## config.mk

```make
export PLATFORM = sky130hd
export DESIGN_NAME = sliding_quadratic_fit
export DESIGN_NICKNAME = d
export VERILOG_FILES = /design/src/hdl/sqf_pkg.sv /design/src/hdl/sqf_window.sv /design/src/hdl/sqf_mac.sv /design/src/hdl/sqf_fifo.sv /design/src/hdl/sliding_quadratic_fit.sv
export SDC_FILE = /design/constraint.sdc
export NUM_CORES = 2
export LEC_CHECK = 0
export BUFFER_PORTS_ARGS = -buffer_cell sky130_fd_sc_hd__buf_2
export CAP_MARGIN = 20
export CORE_MARGIN = 8
export CORE_UTILIZATION = 49
export DETAILED_ROUTE_END_ITERATION = 12
export REMOVE_ABC_BUFFERS = 1
export SYNTH_ARGS = -nofsm -noshare
export SYNTH_HDL_FRONTEND = slang
export SYNTH_SLANG_ARGS = --single-unit
```

## constraint.sdc

```tcl
create_clock -name clk -period 12.35 [get_ports clk]
set_input_delay 1.235 -clock clk [delete_from_list [all_inputs] [get_ports clk]]
set_output_delay 1.235 -clock clk [all_outputs]
set_load 0.005 [all_outputs]
```

## src/hdl/sqf_pkg.sv

```systemverilog
`default_nettype none
package sqf_pkg;

  localparam int PIXEL_W     = 8;
  localparam int TERM_W      = 24;
  localparam int WQ_W        = 19;   // signed Q2.16 tap weight
  localparam int ROUND_SHIFT = 8;    // Q.16 sum to units of 1/256

  localparam longint ONE_Q  = 65536;
  localparam longint WQ_MAX = 262143;
  localparam longint WQ_MIN = -262144;
  localparam int     OUT_MAX = 8388607;
  localparam int     OUT_MIN = -8388608;

  typedef enum logic [1:0] {
    COEF_CONST,
    COEF_LINEAR,
    COEF_QUAD
  } coef_kind_t;

  typedef logic [PIXEL_W-1:0]       pixel_t;
  typedef logic signed [TERM_W-1:0] term_t;

endpackage
`default_nettype wire

```

## src/hdl/sqf_window.sv

```systemverilog
`default_nettype none
module sqf_window
  import sqf_pkg::*;
#(
  parameter int WINDOW = 8
) (
  input  wire logic   clk,
  input  wire logic   rst,
  input  wire logic   accept,
  input  wire pixel_t pixel,
  input  wire logic   line_start,
  output logic        will_fire,
  output pixel_t      taps [WINDOW],
  output logic        taps_valid
);

  localparam int FILL_W = $clog2(WINDOW + 1);
  localparam logic [FILL_W-1:0] FULL = FILL_W'(WINDOW);
  localparam logic [FILL_W-1:0] ONE  = FILL_W'(1);

  logic [FILL_W-1:0] fill;
  logic [FILL_W-1:0] fill_next;

  always_comb begin
    if (line_start) begin
      fill_next = ONE;
    end else if (fill == FULL) begin
      fill_next = FULL;
    end else begin
      fill_next = fill + ONE;
    end
    will_fire = (fill_next == FULL);
  end

  always_ff @(posedge clk) begin
    if (rst) begin
      fill       <= '0;
      taps_valid <= 1'b0;
    end else begin
      taps_valid <= accept && will_fire;
      if (accept) begin
        fill <= fill_next;
      end
    end
  end

  // Shift towards the oldest tap; a line start clears the history first.
  always_ff @(posedge clk) begin
    if (accept) begin
      for (int j = 0; j < WINDOW - 1; j++) begin
        taps[j] <= line_start ? '0 : taps[j+1];
      end
      taps[WINDOW-1] <= pixel;
    end
  end

endmodule
`default_nettype wire

```

## src/hdl/sqf_mac.sv

```systemverilog
`default_nettype none
module sqf_mac
  import sqf_pkg::*;
#(
  parameter int         WINDOW = 8,
  parameter coef_kind_t KIND   = COEF_CONST
) (
  input  wire logic   clk,
  input  wire logic   rst,
  input  wire logic   in_valid,
  input  wire pixel_t taps [WINDOW],
  output logic        out_valid,
  output term_t       term
);

  localparam int LEVELS = $clog2(WINDOW);
  localparam int NPAD   = 1 << LEVELS;
  localparam int PROD_W = WQ_W + PIXEL_W + 1;
  localparam int ACC_W  = PROD_W + LEVELS;
  localparam int RW     = (ACC_W + 1 > TERM_W + 1) ? ACC_W + 1 : TERM_W + 1;
  localparam int LAT    = LEVELS + 2;

  // Closed forms of the basis sums over u = 2i - N + 1.
  localparam longint N  = longint'(WINDOW);
  localparam longint U2 = N * (N * N - 1) / 3;
  localparam longint S4 = N * (N * N - 1) * (3 * N * N - 7) / 15;
  localparam longint VS = N * N * S4 - N * U2 * U2;

  localparam logic signed [RW-1:0] SAT_HI   = RW'(OUT_MAX);
  localparam logic signed [RW-1:0] SAT_LO   = RW'(OUT_MIN);
  localparam logic signed [RW-1:0] BIAS_POS = RW'(128);
  localparam logic signed [RW-1:0] BIAS_NEG = RW'(127);

  // Heap-ordered adder tree: leaves at NPAD.., root at 1.
  logic signed [ACC_W-1:0] node [1:2*NPAD-1];
  logic [LAT-1:0]          vpipe;
  logic signed [RW-1:0]    rsum;
  logic signed [RW-1:0]    rshift;

  genvar i, k;
  for (i = 0; i < NPAD; i++) begin : g_leaf
    if (i < WINDOW) begin : g_tap
      localparam longint U   = 2 * longint'(i) - N + 1;
      localparam longint VT  = N * U * U - U2;
      localparam longint NUM = (KIND == COEF_LINEAR) ? U * N * ONE_Q :
                               (KIND == COEF_QUAD)   ? VT * N * N * N * ONE_Q :
                                                       (VS - N * U2 * VT) * ONE_Q;
      localparam longint DEN = (KIND == COEF_LINEAR) ? U2 :
                               (KIND == COEF_QUAD)   ? VS : N * VS;
      localparam longint MAG  = (NUM < 0) ? -NUM : NUM;
      localparam longint QT   = (2 * MAG + DEN) / (2 * DEN);
      localparam longint RND  = (NUM < 0) ? -QT : QT;
      localparam longint RSAT = (RND > WQ_MAX) ? WQ_MAX :
                                (RND < WQ_MIN) ? WQ_MIN : RND;
      localparam logic signed [WQ_W-1:0] WEIGHT = WQ_W'(RSAT);

      logic signed [PROD_W-1:0] prod;
      assign prod = PROD_W'($signed({1'b0, taps[i]})) * PROD_W'(WEIGHT);

      always_ff @(posedge clk) begin
        node[NPAD+i] <= ACC_W'(prod);
      end
    end else begin : g_pad
      always_ff @(posedge clk) begin
        node[NPAD+i] <= '0;
      end
    end
  end

  for (k = 1; k < NPAD; k++) begin : g_node
    always_ff @(posedge clk) begin
      node[k] <= node[2*k] + node[2*k+1];
    end
  end

  // Round half away from zero to 1/256, then clamp to 24 bits.
  always_comb begin
    rsum   = RW'(node[1]) + (node[1][ACC_W-1] ? BIAS_NEG : BIAS_POS);
    rshift = rsum >>> ROUND_SHIFT;
  end

  always_ff @(posedge clk) begin
    if (rshift > SAT_HI) begin
      term <= TERM_W'(SAT_HI);
    end else if (rshift < SAT_LO) begin
      term <= TERM_W'(SAT_LO);
    end else begin
      term <= TERM_W'(rshift);
    end
  end

  always_ff @(posedge clk) begin
    if (rst) begin
      vpipe <= '0;
    end else begin
      vpipe <= {vpipe[LAT-2:0], in_valid};
    end
  end

  assign out_valid = vpipe[LAT-1];

endmodule
`default_nettype wire

```

## src/hdl/sqf_fifo.sv

```systemverilog
`default_nettype none
module sqf_fifo #(
  parameter int WIDTH = 72,
  parameter int DEPTH = 8
) (
  input  wire logic             clk,
  input  wire logic             rst,
  input  wire logic             wr_en,
  input  wire logic [WIDTH-1:0] wr_data,
  output logic                  rd_valid,
  input  wire logic             rd_ready,
  output logic [WIDTH-1:0]      rd_data
);

  localparam int AW = $clog2(DEPTH);

  logic [WIDTH-1:0] slots [DEPTH];
  logic [AW-1:0]    wr_ptr;
  logic [AW-1:0]    rd_ptr;
  logic [AW:0]      count;
  logic             rd_fire;

  assign rd_valid = (count != '0);
  assign rd_data  = slots[rd_ptr];
  assign rd_fire  = rd_valid && rd_ready;

  always_ff @(posedge clk) begin
    if (wr_en) begin
      slots[wr_ptr] <= wr_data;
    end
  end

  always_ff @(posedge clk) begin
    if (rst) begin
      wr_ptr <= '0;
      rd_ptr <= '0;
      count  <= '0;
    end else begin
      if (wr_en) begin
        wr_ptr <= wr_ptr + AW'(1);
      end
      if (rd_fire) begin
        rd_ptr <= rd_ptr + AW'(1);
      end
      count <= count + (AW+1)'(wr_en) - (AW+1)'(rd_fire);
    end
  end

endmodule
`default_nettype wire

```

## src/hdl/sliding_quadratic_fit.sv

```systemverilog
`default_nettype none
// Sliding degree-2 least-squares fit over a line of 8-bit pixels. The block keeps the
// last WINDOW pixels and, once the window is full, returns the fitted constant, linear
// and quadratic coefficients (x from -(WINDOW-1)/WINDOW to +(WINDOW-1)/WINDOW) in units
// of 1/256, rounded half away from zero and clamped to 24-bit signed. The per-tap
// Q2.16 weights are constants fixed at elaboration from WINDOW (3..32). A transaction
// with tuser high starts a new line: the window empties and that pixel becomes its
// first sample, so the first WINDOW-1 pixels of a line give no result. One pixel is
// taken every clock while s_tready is high; a result passes through the window register,
// the weight multipliers, one register per adder-tree level, the rounding stage and the
// output FIFO. Results queue in that small FIFO; s_tready falls only once every FIFO slot
// is promised to a result still in flight or not yet taken.
module sliding_quadratic_fit
  import sqf_pkg::*;
#(
  parameter int WINDOW = 8
) (
  input  wire logic        clk,
  input  wire logic        rst,
  input  wire logic        s_tvalid,
  output logic             s_tready,
  input  wire logic [7:0]  s_tdata,   // [7:0] pixel
  input  wire logic        s_tuser,   // [0] line_start
  output logic             m_tvalid,
  input  wire logic        m_tready,
  output logic [71:0]      m_tdata    // [23:0] constant_term, [47:24] linear_term,
                                      // [71:48] quadratic_term
);

  localparam int LEVELS     = $clog2(WINDOW);
  localparam int LATENCY    = LEVELS + 3;
  localparam int FIFO_DEPTH = 1 << $clog2(LATENCY + 2);
  localparam int CNT_W      = $clog2(FIFO_DEPTH + 1);
  localparam int DATA_W     = 3 * TERM_W;

  logic              in_fire;
  logic              out_fire;
  logic              will_fire;
  pixel_t            taps [WINDOW];
  logic              taps_valid;
  logic              term_valid;
  logic              lin_valid;
  logic              quad_valid;
  logic              fifo_wr;
  term_t             c_term;
  term_t             l_term;
  term_t             q_term;
  logic [CNT_W-1:0]  pending;

  assign in_fire  = s_tvalid && s_tready;
  assign out_fire = m_tvalid && m_tready;

  // Credit: count results promised but not yet taken; hold off input when all slots owed.
  assign s_tready = (pending < CNT_W'(FIFO_DEPTH));

  always_ff @(posedge clk) begin
    if (rst) begin
      pending <= '0;
    end else begin
      pending <= pending + CNT_W'(in_fire && will_fire) - CNT_W'(out_fire);
    end
  end

  sqf_window #(
    .WINDOW (WINDOW)
  ) u_window (
    .clk        (clk),
    .rst        (rst),
    .accept     (in_fire),
    .pixel      (s_tdata),
    .line_start (s_tuser),
    .will_fire  (will_fire),
    .taps       (taps),
    .taps_valid (taps_valid)
  );

  // One weighted sum per coefficient; all three run in lock step.
  sqf_mac #(
    .WINDOW (WINDOW),
    .KIND   (COEF_CONST)
  ) u_mac_const (
    .clk       (clk),
    .rst       (rst),
    .in_valid  (taps_valid),
    .taps      (taps),
    .out_valid (term_valid),
    .term      (c_term)
  );

  sqf_mac #(
    .WINDOW (WINDOW),
    .KIND   (COEF_LINEAR)
  ) u_mac_linear (
    .clk       (clk),
    .rst       (rst),
    .in_valid  (taps_valid),
    .taps      (taps),
    .out_valid (lin_valid),
    .term      (l_term)
  );

  sqf_mac #(
    .WINDOW (WINDOW),
    .KIND   (COEF_QUAD)
  ) u_mac_quad (
    .clk       (clk),
    .rst       (rst),
    .in_valid  (taps_valid),
    .taps      (taps),
    .out_valid (quad_valid),
    .term      (q_term)
  );

  assign fifo_wr = term_valid && lin_valid && quad_valid;

  sqf_fifo #(
    .WIDTH (DATA_W),
    .DEPTH (FIFO_DEPTH)
  ) u_fifo (
    .clk      (clk),
    .rst      (rst),
    .wr_en    (fifo_wr),
    .wr_data  ({q_term, l_term, c_term}),
    .rd_valid (m_tvalid),
    .rd_ready (m_tready),
    .rd_data  (m_tdata)
  );

endmodule
`default_nettype wire

```

==> reports/summary.md <==
In this run the standard cell core region covers 183000 µm². The worst setup path is of the flop to flop kind. The detail route stage leaves a number of antenna-violating nets equal to 0. For the number of global-route vias before repair, the log shows 57600. The kind of launch point of the worst setup path is a flop.

The floorplan has 157 rows. In the final layout, the share of cells above drive strength 1 is 8.21%. The library cell used most frequently in the layout, excluding fill and tap cells, is sky130_fd_sc_hd__ha_1. Synthesis instantiated 91 different standard cells from the library. Top flip-flop cell by instance count after synthesis: sky130_fd_sc_hd__dfxtp_1. The area share of the leading cell type in the synthesized netlist was 23.0%; the number of stages on the worst hold path was 0. Data on the critical path is required at its endpoint by 13.06 ns.

Clock tree synthesis inserted a total of 174 buffers. For this run, the top clock speed supported by timing is 0.185 GHz. The synthesized design contains 1647 register bits. The detailed router finished its first iteration with 3368 violations. The path class of the tightest hold or removal check is flop to flop. The length in cells of the worst reg-to-reg path was 17; the total global routing track utilization was 21.3%. Number of clock sinks: 1647.

The transition time at the pin with the least slew margin is 1.20 ns. Yosys mapped a number of flops with a built-in enable equal to 608. The final layout contains routed wiring with a total length of 214000 µm.

In this run the cell area of the synthesized design comes to 90400 µm². The clock arrives with 0.0471 ns of skew. In the post-synthesis netlist, the biggest area contributors are sky130_fd_sc_hd__dfxtp_1 23%, sky130_fd_sc_hd__edfxtp_1 20%, sky130_fd_sc_hd__ha_1 15%.

The final clock period utilization by the worst path was 43.8%. The initial utilization of the core area, before any placement, comes to 49.3%. The number of max-capacitance violations reported was 0. The worst setup path is captured at a flop.

The die is 446 µm wide. The clock tree synthesis step divided the H-tree into 4 levels. The count of final max-slew check failures is 0, and the routed via count divided by cell count is 5.31. The average footprint of a synthesized cell is 11.3 µm², and the sequential fraction of the synthesis area is 43.2%. The largest driver fanout on the critical path is 8, and the clock slew seen by the registers of the worst setup and hold paths is 0.07 ns. The number of failing hold endpoints at the final stage is 0. Headroom to the max-slew limit came out at 19.6%. The logs give 0 for the final-report setup violation count and 87 for the total I/O pin count. Summed over all nets, the half-perimeter wirelength after detailed placement is 168000 µm.

After clock tree synthesis, the flow added hold-fix buffers numbering 0. The logs give 18 for the number of antenna violations at the first check in global routing and 57300 for the total vias in the final route. The time the final worst path needs with I/O delays and setup was 5.40 ns; the die extent in y was 446 µm. The warning count from the yosys run came out at 0. The library cell used as clock root buffer was sky130_fd_sc_hd__clkbuf_16. The later pin in the worst-skew pair is clocked with a latency of 0.83 ns.

The number of setup buffers added after CTS is 0. The tools report the wire length of the first global-routing pass as 330000 µm. The die covers 199000 µm². Entering global routing, the biggest net connects 59 pins.

Post-CTS repair changed the size of 0 cells. TritonCTS built the clock tree. The number of buffers added on ports was 83.

The synthesized design spends more area on one cell type than any other, namely sky130_fd_sc_hd__dfxtp_1. Setup repair after global routing left no endpoint under its margin. The post-synthesis instance total came out at 7970. The run finished with clean final reports.

In the layout the commonest cells are 1111 x sky130_fd_sc_hd__ha_1, 1036 x sky130_fd_sc_hd__dfxtp_1, 971 x sky130_fd_sc_hd__inv_1, 608 x sky130_fd_sc_hd__edfxtp_1, 523 x sky130_fd_sc_hd__xnor2_1. Relative to the synthesized area, the layout overhead comes to 10.3%. Arrival time of the worst setup path: 6.12 ns. The run gives 0 ns as the accumulated negative setup slack. In the final design database the tool counted 9625 nets. Dividing the detail-routed wire length by the instance count gives 19.9 µm.

The share of flip-flops with an asynchronous set or reset after synthesis works out to 0%. In the routed design, unresolved DRC markers number 0. The clock passes through at most 3 buffers.

The congestion estimate from routability-driven global placement came to 0.922. The first detailed-routing pass took 6 iterations. The run gives 0 as the total congestion overflow after global routing.
-- cell usage after synthesis, types with 111 or more instances --
master,instances
sky130_fd_sc_hd__a21o_1,231
sky130_fd_sc_hd__fa_1,342
sky130_fd_sc_hd__nand3_1,111
sky130_fd_sc_hd__nor2_1,430
sky130_fd_sc_hd__dfxtp_1,1039
sky130_fd_sc_hd__nor2b_1,114
sky130_fd_sc_hd__xnor2_1,523
sky130_fd_sc_hd__inv_1,972
sky130_fd_sc_hd__nand2_1,298
sky130_fd_sc_hd__xor2_1,211
sky130_fd_sc_hd__mux4_2,136
sky130_fd_sc_hd__a21oi_1,449
sky130_fd_sc_hd__ha_1,1111
sky130_fd_sc_hd__edfxtp_1,608
sky130_fd_sc_hd__o21ai_0,283
-- worst max-delay path, stage by stage, from the launching register on --
cell and delay, ns:
sky130_fd_sc_hd__edfxtp_1 0.56, sky130_fd_sc_hd__fa_1 0.70, sky130_fd_sc_hd__inv_1 0.11, sky130_fd_sc_hd__fa_1 0.51
sky130_fd_sc_hd__inv_1 0.05, sky130_fd_sc_hd__fa_1 0.47, sky130_fd_sc_hd__inv_1 0.06, sky130_fd_sc_hd__fa_1 0.56
sky130_fd_sc_hd__inv_1 0.05, sky130_fd_sc_hd__ha_1 0.36, sky130_fd_sc_hd__or2_2 0.31, sky130_fd_sc_hd__a21oi_1 0.36
sky130_fd_sc_hd__o31ai_1 0.14, sky130_fd_sc_hd__or4_1 0.47, sky130_fd_sc_hd__nand3_1 0.13, sky130_fd_sc_hd__o211ai_1 0.10
sky130_fd_sc_hd__a21oi_1 0.19, sky130_fd_sc_hd__xor2_1 0.16
-- flip-flops by register name, indices dropped and copies added (netlist names), 4 cells and up, named ones only --
signal	count
u_window.fill	4
u_fifo.count	4
u_mac_linear.term	24
pending	4
u_mac_quad.node	374
u_window.taps	64
u_mac_const.term	20
u_mac_quad.term	24
u_mac_const.vpipe	5
u_fifo.slots	544
u_mac_const.node	200
u_mac_linear.node	370
-- final cells by class --
class                   count  area, µm²
diodes                      2       5.00
multi-input cells        5255      47400
repair buffers            109        611
flip-flops and latches   1647      39100
clock inverters           102       1130
inverters                 972       3650
clock buffers             225       4770
fillers                 15700      83600
well taps                2464       3080
-- worst paths after layout --
check	from	end	slack, ns
worst max-delay path	u_window.taps[32]	u_mac_linear.node[1][123]	6.95
worst min-delay path	u_mac_const.node[0][50]	u_mac_const.term[11]	0.33
worst max register to register	u_window.taps[32]	u_mac_linear.node[1][123]	6.95
worst min register to register	u_mac_const.node[0][50]	u_mac_const.term[11]	0.33
-- per-layer routing --
metal	GRT usage (%)	up-vias	wire, µm
met2	33.9	1095	96600
met5	0	-	23
met3	4.45	303	12300
met4	7.09	4	7120
met1	29.1	27700	98400
li1	-	28200	-
-- kinds of logic (layout without fill, tap and decap cells) --
kind of cell	count (synthesis)	in the layout	share of synthesized area, %
AO/OA/AOI/OAI	1515	1515	10.9
buffers and inverters	1070	1408	4.46
flip-flops	1647	1647	43.2
multiplexers	214	214	4.35
AND/OR/NAND/NOR	1336	1336	7.04
XOR/XNOR	734	734	7.11
adder cells (fa/ha/maj)	1453	1453	22.9
other	1	5	0.00415
-- metrics by stage --
stage          setup WS, ns  cells  hold WS [ns]  util [%]  instance area [µm²]
2_1_floorplan          4.55   7874         0.310         -                90000
3_3_place_gp           6.91  10400         0.314      51.2                93800
3_5_place_dp           6.94  10400         0.316      51.2                93800
4_1_cts                6.73  10800         0.329      54.4                99700
5_1_grt                6.54  10800         0.341      54.4                99700
6_report               6.95  10800         0.327      54.4                99700
Power is not shown: default switching activity piles up to over one toggle a cycle in this logic, so the estimate is an artifact.
